==> config.mk <==
export PLATFORM = sky130hd
export DESIGN_NAME = cdm_ctrl
export DESIGN_NICKNAME = d
export VERILOG_FILES = /design/src/rtl/core/cdm_pkg.sv /design/src/rtl/core/cdm_ctrl.sv
export SDC_FILE = /design/constraint.sdc
export NUM_CORES = 1
export LEC_CHECK = 0
export BUFFER_PORTS_ARGS = -buffer_cell sky130_fd_sc_hd__buf_2
export CAP_MARGIN = 10
export CORE_MARGIN = 3
export CORE_UTILIZATION = 35
export DETAILED_ROUTE_END_ITERATION = 8
export PLACE_DENSITY = 0.58
export SETUP_SLACK_MARGIN = 0.4
export SLEW_MARGIN = 20
export SYNTH_ARGS = -nofsm -noshare
export SYNTH_HDL_FRONTEND = slang
export SYNTH_SLANG_ARGS = --single-unit
==> constraint.sdc <==
create_clock -name clk -period 2.8 [get_ports clk]
set_clock_uncertainty 0.2 [all_clocks]
set_input_delay 0.14 -clock clk [delete_from_list [all_inputs] [get_ports clk]]
set_output_delay 0.14 -clock clk [all_outputs]
set_load 0.01 [all_outputs]
==> src/rtl/core/cdm_pkg.sv <==
// Shared constants, types and helpers for the comb delay block.
package cdm_pkg;

  localparam int DELAY_DEPTH = 1024;  // entries per channel line, power of two
  localparam int CHANNELS    = 2;     // power of two, at least two

  localparam int PTR_W   = $clog2(DELAY_DEPTH);
  localparam int CH_W    = $clog2(CHANNELS);
  localparam int MEM_DEPTH = DELAY_DEPTH * CHANNELS;
  localparam int ADDR_W  = PTR_W + CH_W;

  localparam int SAMP_W  = 24;
  localparam int COEF_W  = 16;
  localparam int DLY_W   = 10;
  localparam int CFG_IDX_W = 3;

  localparam int MA_W    = 29;  // shared multiplier, operand a
  localparam int MB_W    = 18;  // shared multiplier, operand b
  localparam int PROD_W  = MA_W + MB_W;
  localparam int DIFF_W  = 28;
  localparam int MIXS_W  = 44;
  localparam int SPLIT   = 22;
  localparam int TOT_W   = 62;

  localparam logic [COEF_W-1:0] MIX_ONE = 16'h8000;

  localparam logic [CFG_IDX_W-1:0] REG_MODE  = 3'd0;
  localparam logic [CFG_IDX_W-1:0] REG_DELAY = 3'd1;
  localparam logic [CFG_IDX_W-1:0] REG_GAIN  = 3'd2;
  localparam logic [CFG_IDX_W-1:0] REG_FBK   = 3'd3;
  localparam logic [CFG_IDX_W-1:0] REG_MIX   = 3'd4;

  typedef enum logic [3:0] {
    ST_CLEAR,
    ST_IDLE,
    ST_MULA,
    ST_WET,
    ST_MULB,
    ST_MIX,
    ST_MULLO,
    ST_MULHI,
    ST_FIN
  } state_t;

  typedef struct packed {
    logic              clear;
    logic [ADDR_W-1:0] clr_addr;
    logic              accept;
    logic              mul_a;
    logic              wet;
    logic              mul_b;
    logic              mix;
    logic              mul_lo;
    logic              mul_hi;
    logic              load_out;
  } cmd_t;

  function automatic logic signed [SAMP_W-1:0] sat24(input logic signed [TOT_W-1:0] v);
    logic signed [TOT_W-1:0] hi_lim;
    logic signed [TOT_W-1:0] lo_lim;
    hi_lim = TOT_W'(signed'(24'sh7FFFFF));
    lo_lim = TOT_W'(signed'(24'sh800000));
    if (v > hi_lim) begin
      sat24 = 24'sh7FFFFF;
    end else if (v < lo_lim) begin
      sat24 = 24'sh800000;
    end else begin
      sat24 = v[SAMP_W-1:0];
    end
  endfunction

endpackage

==> src/rtl/core/cdm_ctrl.sv <==
// Sequencer for the comb delay: clearing sweep, per-sample steps, output valid.
module cdm_ctrl (
  input  logic          clk,
  input  logic          rst,
  input  logic          s_tvalid,
  output logic          s_tready,
  output logic          m_tvalid,
  input  logic          m_tready,
  output cdm_pkg::cmd_t cmd
);
  import cdm_pkg::*;

  state_t            state;
  state_t            state_next;
  logic [ADDR_W-1:0] clr_addr;
  logic              out_free;

  assign out_free = !m_tvalid || m_tready;

  always_ff @(posedge clk) begin
    if (rst) begin
      state    <= ST_CLEAR;
      clr_addr <= '0;
      m_tvalid <= 1'b0;
    end else begin
      state <= state_next;
      if (state == ST_CLEAR) begin
        clr_addr <= clr_addr + ADDR_W'(1);
      end
      if (cmd.load_out) begin
        m_tvalid <= 1'b1;
      end else if (m_tready) begin
        m_tvalid <= 1'b0;
      end
    end
  end

  always_comb begin
    state_next   = state;
    cmd          = '0;
    cmd.clr_addr = clr_addr;
    s_tready     = 1'b0;
    case (state)
      ST_CLEAR: begin
        cmd.clear = 1'b1;
        if (clr_addr == ADDR_W'(MEM_DEPTH - 1)) state_next = ST_IDLE;
      end
      ST_IDLE: begin
        s_tready   = 1'b1;
        cmd.accept = s_tvalid;
        if (s_tvalid) state_next = ST_MULA;
      end
      ST_MULA: begin
        cmd.mul_a  = 1'b1;
        state_next = ST_WET;
      end
      ST_WET: begin
        cmd.wet    = 1'b1;
        state_next = ST_MULB;
      end
      ST_MULB: begin
        cmd.mul_b  = 1'b1;
        state_next = ST_MIX;
      end
      ST_MIX: begin
        cmd.mix    = 1'b1;
        state_next = ST_MULLO;
      end
      ST_MULLO: begin
        cmd.mul_lo = 1'b1;
        state_next = ST_MULHI;
      end
      ST_MULHI: begin
        cmd.mul_hi = 1'b1;
        state_next = ST_FIN;
      end
      ST_FIN: begin
        if (out_free) begin
          cmd.load_out = 1'b1;
          state_next   = ST_IDLE;
        end
      end
      default: state_next = ST_CLEAR;
    endcase
  end

endmodule

==> impl_metrics.json, run 1 <==
{
  "htreeDepth": 1,
  "clk_path_buf_depth": 2,
  "grtUsageTotal": 0.1404,
  "seqPwrFrac": 0.401,
  "drv_slew": 0,
  "grt_pass1_wl_mm": 3.574,
  "antenna_cells": 0,
  "synth_edf_count": 0,
  "clockPowerShare": 0.206,
  "wl_per_cell_um": 12.72,
  "power_density_nw_per_um2": 689.4,
  "via_count": 800,
  "multiInputGateArea_um2": 521.8,
  "grt_pass1_vias": 758,
  "cp.depth": 4,
  "reg2reg_from": "state[3]",
  "r2r_setup_slack_ps": 800,
  "fin_tns_setup_ps": 0,
  "insertion_delay_ps": 290,
  "crit_end": "cmd[0]",
  "fin_area_um2": 1080,
  "final_common_cell": "buf_2",
  "p_leak_nw": 0.4544,
  "syn_area_um2": 905.9,
  "place.gp.congestion": 0.6935,
  "finalSetupViolCount": 0,
  "root_buffer": "clkbuf_4",
  "drc": 0,
  "synthCells": 103,
  "die_y_um": 56.88,
  "crit_path_max_incr_delay_ps": 550,
  "timing.rr.end": "clr_addr[10]",
  "ff_latch_area_um2": 320.3,
  "hold_viol_final": 0,
  "area_growth_syn_to_layout_pct": 19.20,
  "synth_area_leader_cell": "dfxtp_1",
  "crit_slowest_cell": "or4_1",
  "synth_cell_type_count": 34,
  "antenna_found_initial": 0,
  "period_needed_ps": 2011,
  "max_freq_ghz": 0.4972,
  "swShare": 0.3969,
  "crit_chain": "inv_1 -> or4_1 -> nor2_1 -> buf_2",
  "ios": 26,
  "crit_path_max_fanout": 10,
  "cts_tree": "done",
  "final.setup.worst_slack_ps": 788.7,
  "cp-start-kind": "register",
  "place_inst": 150,
  "most-common-layout-cells": "buf_2 (25), dfxtp_1 (16), nor2_1 (12), nor3_1 (8), nor2b_1 (7)",
  "cts_made_buffers": 3,
  "start_util": 0.3872,
  "drive_gt1_frac": 0.2891,
  "post-route-period-util": 0.7183,
  "p_int_uw": 448.9,
  "place.port_buffers": 25,
  "coreArea_um2": 2340,
  "max_cap_viol_count": 0,
  "crit_family": "simple AND/OR/NAND/NOR gates",
  "p_comb_frac": 0.393,
  "rows": 17,
  "grt_max_degree": 24,
  "die_w_um": 56.88,
  "reg2regPathDepth": 3,
  "max_slew.worst_pin.slew_ps": 401.8,
  "whs_path_depth": 2,
  "hpwl_mm": 1.469,
  "dieArea_um2": 3235,
  "ys_ff_latch": 16,
  "critical_path_buf_inv_count": 2,
  "synth_area_leaders": "dfxtp_1 (35%), nor4_4 (7.0%), nor2_1 (5.0%)",
  "cp.required_ps": 2460,
  "startpoint": "state[3]",
  "rsz0062_at_grt": "no",
  "drtIter0Drc": 18,
  "placed_area_um2": 1023,
  "worstSetupEndpointType": "primary output",
  "peakVddDrop_v": 0.0005066,
  "ys.flop_type": "dfxtp_1",
  "pre_cts_ws_ps": 794.5,
  "fillCellCount": 247,
  "wl_mm": 1.985,
  "slew_headroom": 0.7321,
  "synth_top_area_share": 0.3536,
  "arrival_ps": 1670,
  "stdcell_count": 156,
  "fin_nets": 134,
  "syn_area_per_cell_um2": 8.795,
  "switching_power_uw": 295.5,
  "syn_nets": 108,
  "drtPass1Iterations": 4,
  "hold_class": "input pin to register",
  "async_flop_share": 0,
  "clk_pin_slew_ps": 90,
  "grt.overflow.total": 0,
  "clkSinkCount": 16,
  "final_antenna_net_count": 0,
  "viasPerCell": 5.128,
  "crit_type": "register to primary output",
  "ys_seq_area_frac": 0.3536,
  "synth_warnings": 0,
  "outcome": "completed"
}
==> kinds of logic after synthesis <==
logic type / synth area share
AOI/OAI and AO/OA: 0.09668
xor gates and xnor gates: 0.01934
adders and majority gates: 0.01381
buffers and inverters: 0.07044
DFF: 0.3536
muxes: 0.07458
and+or+nand+nor: 0.3715
==> state kept, by name, summed over array words and instances, names as in the netlist <==
name,cells
clr_addr,11
m_tvalid,1
state,4
==> routing by layer <==
layer  routed length (um)  vias to the layer above  track usage
li1                     -                      420            -
met2                  947                       15       0.2145
met3                  102                        2      0.04828
met4                   14                        0      0.03974
met5                    0                        -            0
met1                  920                      363       0.1867
==> synthesized netlist by cell type, types with 2 or more instances <==
| cell type | n |
|---|---|
| a21oi_1 | 5 |
| nor2_1 | 12 |
| clkbuf_1 | 2 |
| inv_1 | 4 |
| mux2_2 | 3 |
| dfxtp_1 | 16 |
| nand4_1 | 3 |
| nor2b_1 | 7 |
| nor4_4 | 3 |
| or4_1 | 3 |
| nand3_1 | 3 |
| nand2_1 | 5 |
| buf_6 | 2 |
| mux2_1 | 3 |
| nand2b_1 | 4 |
| o31ai_1 | 2 |
| nor3_1 | 8 |
| nor4_1 | 2 |
==> worst reg2reg max path, stage by stage (launching register included) <==
cell and delay [ps]:
dfxtp_1 410, or4_4 670, nor4_4 280, mux2_1 340
==> stage by stage <==
step	power (mW)	util	hold slack, ps
after CTS	0.7580	0.4615	47.48
final	0.7444	0.4615	47.13
after floorplan	0.5359	-	144.2
after global placement	0.5935	0.4374	268.5
after detailed placement	0.5990	0.4374	264.2
after global routing	0.8051	0.4615	76.55
==> worst min path at each step <==
stage	from	end
floorplan	m_tready	m_tvalid
global placement	m_tready	m_tvalid
detailed placement	m_tready	m_tvalid
CTS	rst	clr_addr[0]
global route	rst	clr_addr[0]
finish	rst	clr_addr[0]
==> timing repair <==
action / in CTS / in global routing
hold endpoints to repair: 2 / 0
gates resized for setup: 0 / 0
hold buffers: 2 / 0
buffers inserted: 0 / 0
==> cell type report <==
type	instances	share of cell area
inverters	5	0.01970
repair buffers	27	0.1344
multi-input cells	76	0.4832
flip-flops and latches	16	0.2966
clock buffers	4	0.03360
well taps	28	0.03244
==> power groups by stage <==
stage | Sequential, mW | Combinational (mW) | Clock (mW)
floorplan | 0.301 | 0.235 | 0
global placement | 0.303 | 0.291 | 0
detailed placement | 0.303 | 0.296 | 0
CTS | 0.298 | 0.298 | 0.162
global route | 0.304 | 0.329 | 0.171
finish | 0.299 | 0.292 | 0.153
Power figures use the tool's default switching activity.
==> inputs of run 2 (changes only) <==
PLACE_DENSITY = 0.6   (was 0.58)
clock period = 1.8 ns   (was 2.8 ns; I/O delays follow)
==> run 2 against run 1 <==
The flow now finishes with violations (setup timing). Sequential share of layout area decreased by 7.8 points. Design area is 38% higher. Non-clock buffer count increased by 27. Power rose by 120%. Die area unchanged. Clock power up 56%. First-iteration DRC count increased by 11%. Flip-flop and latch count did not move. Highest routed layer unchanged. Wire length is 35% higher. Sequential power is 51% higher. Via count up 22%.
==> impl_metrics.json, run 2 (same netlist as run 1, synthesis figures left out) <==
{
  "post-route-period-util": 1.013,
  "p_leak_nw": 0.6559,
  "fillCellCount": 201,
  "final_common_cell": "buf_2",
  "final.setup.worst_slack_ps": -24.18,
  "drc": 0,
  "place.gp.congestion": 0.7494,
  "hold_class": "input pin to register",
  "critPathMostFrequentCell": "buf_6",
  "cp-start-kind": "register",
  "drtPass1Iterations": 4,
  "worstSetupEndpointType": "primary output",
  "grtUsageTotal": 0.1628,
  "finalPower_mw": 1.647,
  "crit_family": "simple AND/OR/NAND/NOR gates",
  "insertion_delay_ps": 290,
  "stdcell_count": 183,
  "holdCritStartpoint": "rst",
  "failed_checks": "setup timing",
  "die_y_um": 56.88,
  "arrival_ps": 1530,
  "outcome": "finished with violations",
  "place_inst": 162,
  "power_density_nw_per_um2": 1102,
  "area_growth_syn_to_layout_pct": 64.92,
  "rows": 17,
  "largest_reg_flops": 11,
  "reg2reg_from": "state[3]",
  "crit_slowest_cell": "or4_4",
  "top_register": "clr_addr",
  "antenna_cells": 0,
  "grt_pass1_wl_mm": 4.215,
  "period_needed_ps": 1824,
  "fin_tns_setup_ps": -43.28,
  "finalSetupViolCount": 3,
  "crit_path_max_incr_delay_ps": 630,
  "start_util": 0.3872,
  "grt_max_degree": 24,
  "clkSinkCount": 16,
  "antenna_found_initial": 0,
  "fin_nets": 161,
  "crit_path_max_fanout": 6,
  "clk_path_buf_depth": 2,
  "reg.largest.list": "clr_addr: 11 flops, state: 4 flops, m_tvalid: 1 flops",
  "ios": 26,
  "wl_mm": 2.674,
  "r2r_setup_slack_ps": -10,
  "drive_gt1_frac": 0.6065,
  "root_buffer": "clkbuf_4",
  "pre_cts_ws_ps": -16.68,
  "slew_headroom": 0.6896,
  "htreeDepth": 1,
  "max_freq_ghz": 0.5482,
  "peakVddDrop_v": 0.001088,
  "die_w_um": 56.88,
  "drtIter0Drc": 20,
  "hold-worst-slack_ps": 35.76,
  "crit_chain": "or4_4 -> inv_4 -> buf_6 -> buf_6",
  "cp.required_ps": 1510,
  "grt.overflow.total": 0,
  "viasPerCell": 5.344,
  "drv_slew": 0,
  "place.port_buffers": 25,
  "via_count": 978,
  "grt_pass1_vias": 891,
  "hpwl_mm": 1.613,
  "rsz0062_at_grt": "yes",
  "dieArea_um2": 3235,
  "wl_per_cell_um": 14.61,
  "max_slew.worst_pin.slew_ps": 465.6,
  "clk_pin_slew_ps": 90,
  "startpoint": "state[3]",
  "critical_path_buf_inv_count": 3,
  "coreArea_um2": 2340,
  "max_cap_viol_count": 0,
  "cts_made_buffers": 3,
  "cts_tree": "done",
  "final_antenna_net_count": 0,
  "hold_viol_final": 0,
  "most-common-layout-cells": "buf_2 (24), buf_6 (14), buf_4 (14), dfxtp_1 (11), nor2_1 (8)",
  "crit_type": "register to primary output"
}
[run 2: cell types whose count changed in the layout (fill, tap and decap cells not counted), sizes merged]
cell / change
buf: +27
[run 2: per-layer routing]
layer | track usage | part of all wire
met1 | 0.2167 | 0.45
met4 | 0.02318 | 0.0034
met5 | 0 | 0
met2 | 0.2624 | 0.51
met3 | 0.05287 | 0.040
[run 2: path summary, 6_finish.rpt]
path                 endpoint  cells past startpoint
hold / removal    clr_addr[0]                      2
setup reg to reg  clr_addr[4]                      4
setup / recovery      cmd[19]                      4
hold reg to reg   clr_addr[1]                      2
[run 2: worst register-to-register path, cell delays in order (launching register included)]
cell and delay (ps):
dfxtp_2 340, or4_4 630, inv_4 90, nand4_1 130
mux2_4 320
[run 2: cell type report]
cell class,instances,area (um2),area share
clock buffers,4,36.28,0.02429
inverters,5,21.27,0.01424
multi-input cells,76,671.9,0.4497
flip-flops and latches,16,326.6,0.2186
well taps,28,35.03,0.02345
repair buffers,54,402.9,0.2697
[run 2: metrics by stage]
step | instance area (um2) | util
global placement | 1132 | 0.4840
finish | 1494 | 0.6385
global route | 1494 | 0.6385
floorplan | 938.4 | -
detailed placement | 1132 | 0.4840
CTS | 1359 | 0.5807
[run 2: power breakdown]
part / internal, mW / total [mW] / switching (mW) / leakage, nW
sequential: 0.403 / 0.451 / 0.0476 / 0.132
combinational: 0.505 / 0.956 / 0.451 / 0.503
clock: 0.123 / 0.239 / 0.116 / 0.0210
[run 2: timing repair]
item / CTS / global route
cloned: 0 / 0
resized for setup: 23 / 24
buffers inserted: 10 / 5
endpoints found under the hold margin: 2 / 0
endpoints found under the setup margin: 24 / 25
hold buffers: 2 / 0
pin swaps: 14 / 7
==> inputs of run 3 (changes only) <==
MAX_ROUTING_LAYER = met4   (was default)
==> run 3 against run 2 <==
Critical endpoint unchanged. Design area did not move. Global-route usage rose by 0.49 points. Non-clock buffer count did not move. Fmax barely moved. The run still ends with setup timing left. Wire length barely moved. Cell count did not move. Via count rose by 0.31%. Critical path depth did not move. Register-to-register slack barely moved. Largest cell class unchanged. Clock power barely moved. Largest power group unchanged. First-iteration DRC count fell by 15%.
==> impl_metrics.json, run 3 (same netlist as run 1, synthesis figures left out) <==
{
  "outcome": "finished with violations",
  "failed_checks": "setup timing",
  "period_needed_ps": 1825,
  "peakVddDrop_v": 0.001090,
  "grtUsageTotal": 0.1677,
  "via_count": 981,
  "crit_path_max_fanout": 6,
  "p_comb_frac": 0.581,
  "grt_pass1_wl_mm": 4.229,
  "grtUsageMet3": 0.05287,
  "swShare": 0.3741,
  "die_y_um": 56.88,
  "seqPwrFrac": 0.274,
  "clkSinkCount": 16,
  "critPathMostFrequentCell": "buf_6",
  "coreArea_um2": 2340,
  "start_util": 0.3872,
  "area_growth_syn_to_layout_pct": 64.92,
  "hold_class": "input pin to register",
  "crit_family": "simple AND/OR/NAND/NOR gates",
  "top_register": "clr_addr",
  "largest_reg_flops": 11,
  "final_antenna_net_count": 0,
  "whs_path_depth": 2,
  "crit_path_max_incr_delay_ps": 630,
  "max_cap_viol_count": 0,
  "hold-worst-slack_ps": 33.19,
  "cts_tree": "done",
  "r2r_setup_slack_ps": -10,
  "worstSetupEndpointType": "primary output",
  "crit_type": "register to primary output",
  "final.setup.worst_slack_ps": -24.81,
  "timing.rr.end": "clr_addr[4]",
  "max_freq_ghz": 0.5480,
  "most-common-layout-cells": "buf_2 (24), buf_6 (14), buf_4 (14), dfxtp_1 (11), nor2_1 (8)",
  "slew_headroom": 0.6921,
  "use_met1": 0.2181,
  "antenna_cells": 0,
  "hold_viol_final": 0,
  "finalSetupViolCount": 3,
  "cp.required_ps": 1510,
  "drc": 0,
  "post-route-period-util": 1.014,
  "max_slew.worst_pin.slew_ps": 461.8,
  "grt.overflow.total": 0,
  "dieArea_um2": 3235,
  "place.port_buffers": 25,
  "crit_chain": "or4_4 -> inv_4 -> buf_6 -> buf_6",
  "cp-start-kind": "register",
  "holdPathEnd": "clr_addr[0]",
  "switching_power_uw": 616.8,
  "drv_slew": 0,
  "drive_gt1_frac": 0.6065,
  "p_int_mw": 1.032,
  "p_leak_nw": 0.6559,
  "holdCritStartpoint": "rst",
  "grt_max_degree": 24,
  "wl_mm": 2.672,
  "place.gp.congestion": 0.7590,
  "rsz0062_at_grt": "yes",
  "critical_path_buf_inv_count": 3,
  "ios": 26,
  "grt_util_met2": 0.2624,
  "cts_made_buffers": 3,
  "reg.largest.list": "clr_addr: 11 flops, state: 4 flops, m_tvalid: 1 flops",
  "power_density_nw_per_um2": 1104,
  "grt.busiest_layer": "met2",
  "arrival_ps": 1530,
  "root_buffer": "clkbuf_4",
  "reg2regPathDepth": 4,
  "reg2reg_from": "state[3]",
  "placed_area_um2": 1132,
  "clk_pin_slew_ps": 90,
  "insertion_delay_ps": 290,
  "htreeDepth": 1,
  "antenna_found_initial": 0,
  "grt_pass1_vias": 888,
  "crit_slowest_cell": "or4_4",
  "hpwl_mm": 1.613,
  "fin_area_um2": 1494,
  "clk_path_buf_depth": 2,
  "cp.depth": 4,
  "clockPowerShare": 0.146,
  "die_w_um": 56.88,
  "final_common_cell": "buf_2",
  "viasPerCell": 5.361,
  "wl_per_cell_um": 14.60,
  "drtIter0Drc": 17,
  "drtPass1Iterations": 4,
  "fin_nets": 161,
  "rows": 17
}
## run 3: cell counts in the layout (fill, tap and decap cells not counted)
No cell type changed its count.
## run 3: layout make-up
type | instances | area [um2]
well taps | 28 | 35.03
inverters | 5 | 21.27
repair buffers | 54 | 402.9
fillers | 201 | 845.8
flip-flops and latches | 16 | 326.6
multi-input cells | 76 | 671.9
clock buffers | 4 | 36.28
## run 3: through the flow
| step | total power, mW | setup slack, ps | setup TNS (ps) | std cells | utilization |
|---|---|---|---|---|---|
| finish | 1.649 | -24.81 | -47.41 | 183 | 0.6385 |
| global route | 1.740 | -81.72 | -281.3 | 183 | 0.6385 |
| CTS | 1.486 | -16.11 | -30.27 | 178 | 0.5807 |
| detailed placement | 1.027 | -16.68 | -16.68 | 162 | 0.4840 |
| global placement | 1.019 | 9.783 | 0 | 162 | 0.4840 |
| floorplan | 0.8745 | -137.5 | -363.0 | 103 | - |
## run 3: power groups by stage
stage	combinational, mW	clock, mW	sequential (mW)
floorplan	0.406	0	0.469
global placement	0.573	0	0.447
detailed placement	0.579	0	0.449
CTS	0.795	0.246	0.444
global route	1.02	0.263	0.459
finish	0.958	0.240	0.451
## run 3: worst max-delay path by stage
stage,startpoint,end,slack [ps]
after floorplan,state[2],clr_addr[6],-140
after global placement,state[2],clr_addr[6],10
after detailed placement,state[2],clr_addr[6],-20
after CTS,state[1],cmd[0],-20
after global routing,state[3],cmd[19],-80
final,state[3],cmd[19],-20
## run 3: repair_timing
action,in CTS,in global routing
setup endpoints to repair,24,25
pin swaps,14,7
buffers inserted,10,5
hold endpoints to repair,2,0
gates resized for setup,23,24
hold buffers,2,0
## run 3: layer usage
layer / part of all wire / wire, um / vias to the layer above
li1: - / - / 471
met1: 0.45 / 1207 / 486
met2: 0.51 / 1350 / 22
met3: 0.041 / 109 / 2
met4: 0.0022 / 6 / 0
met5: 0 / 0 / -
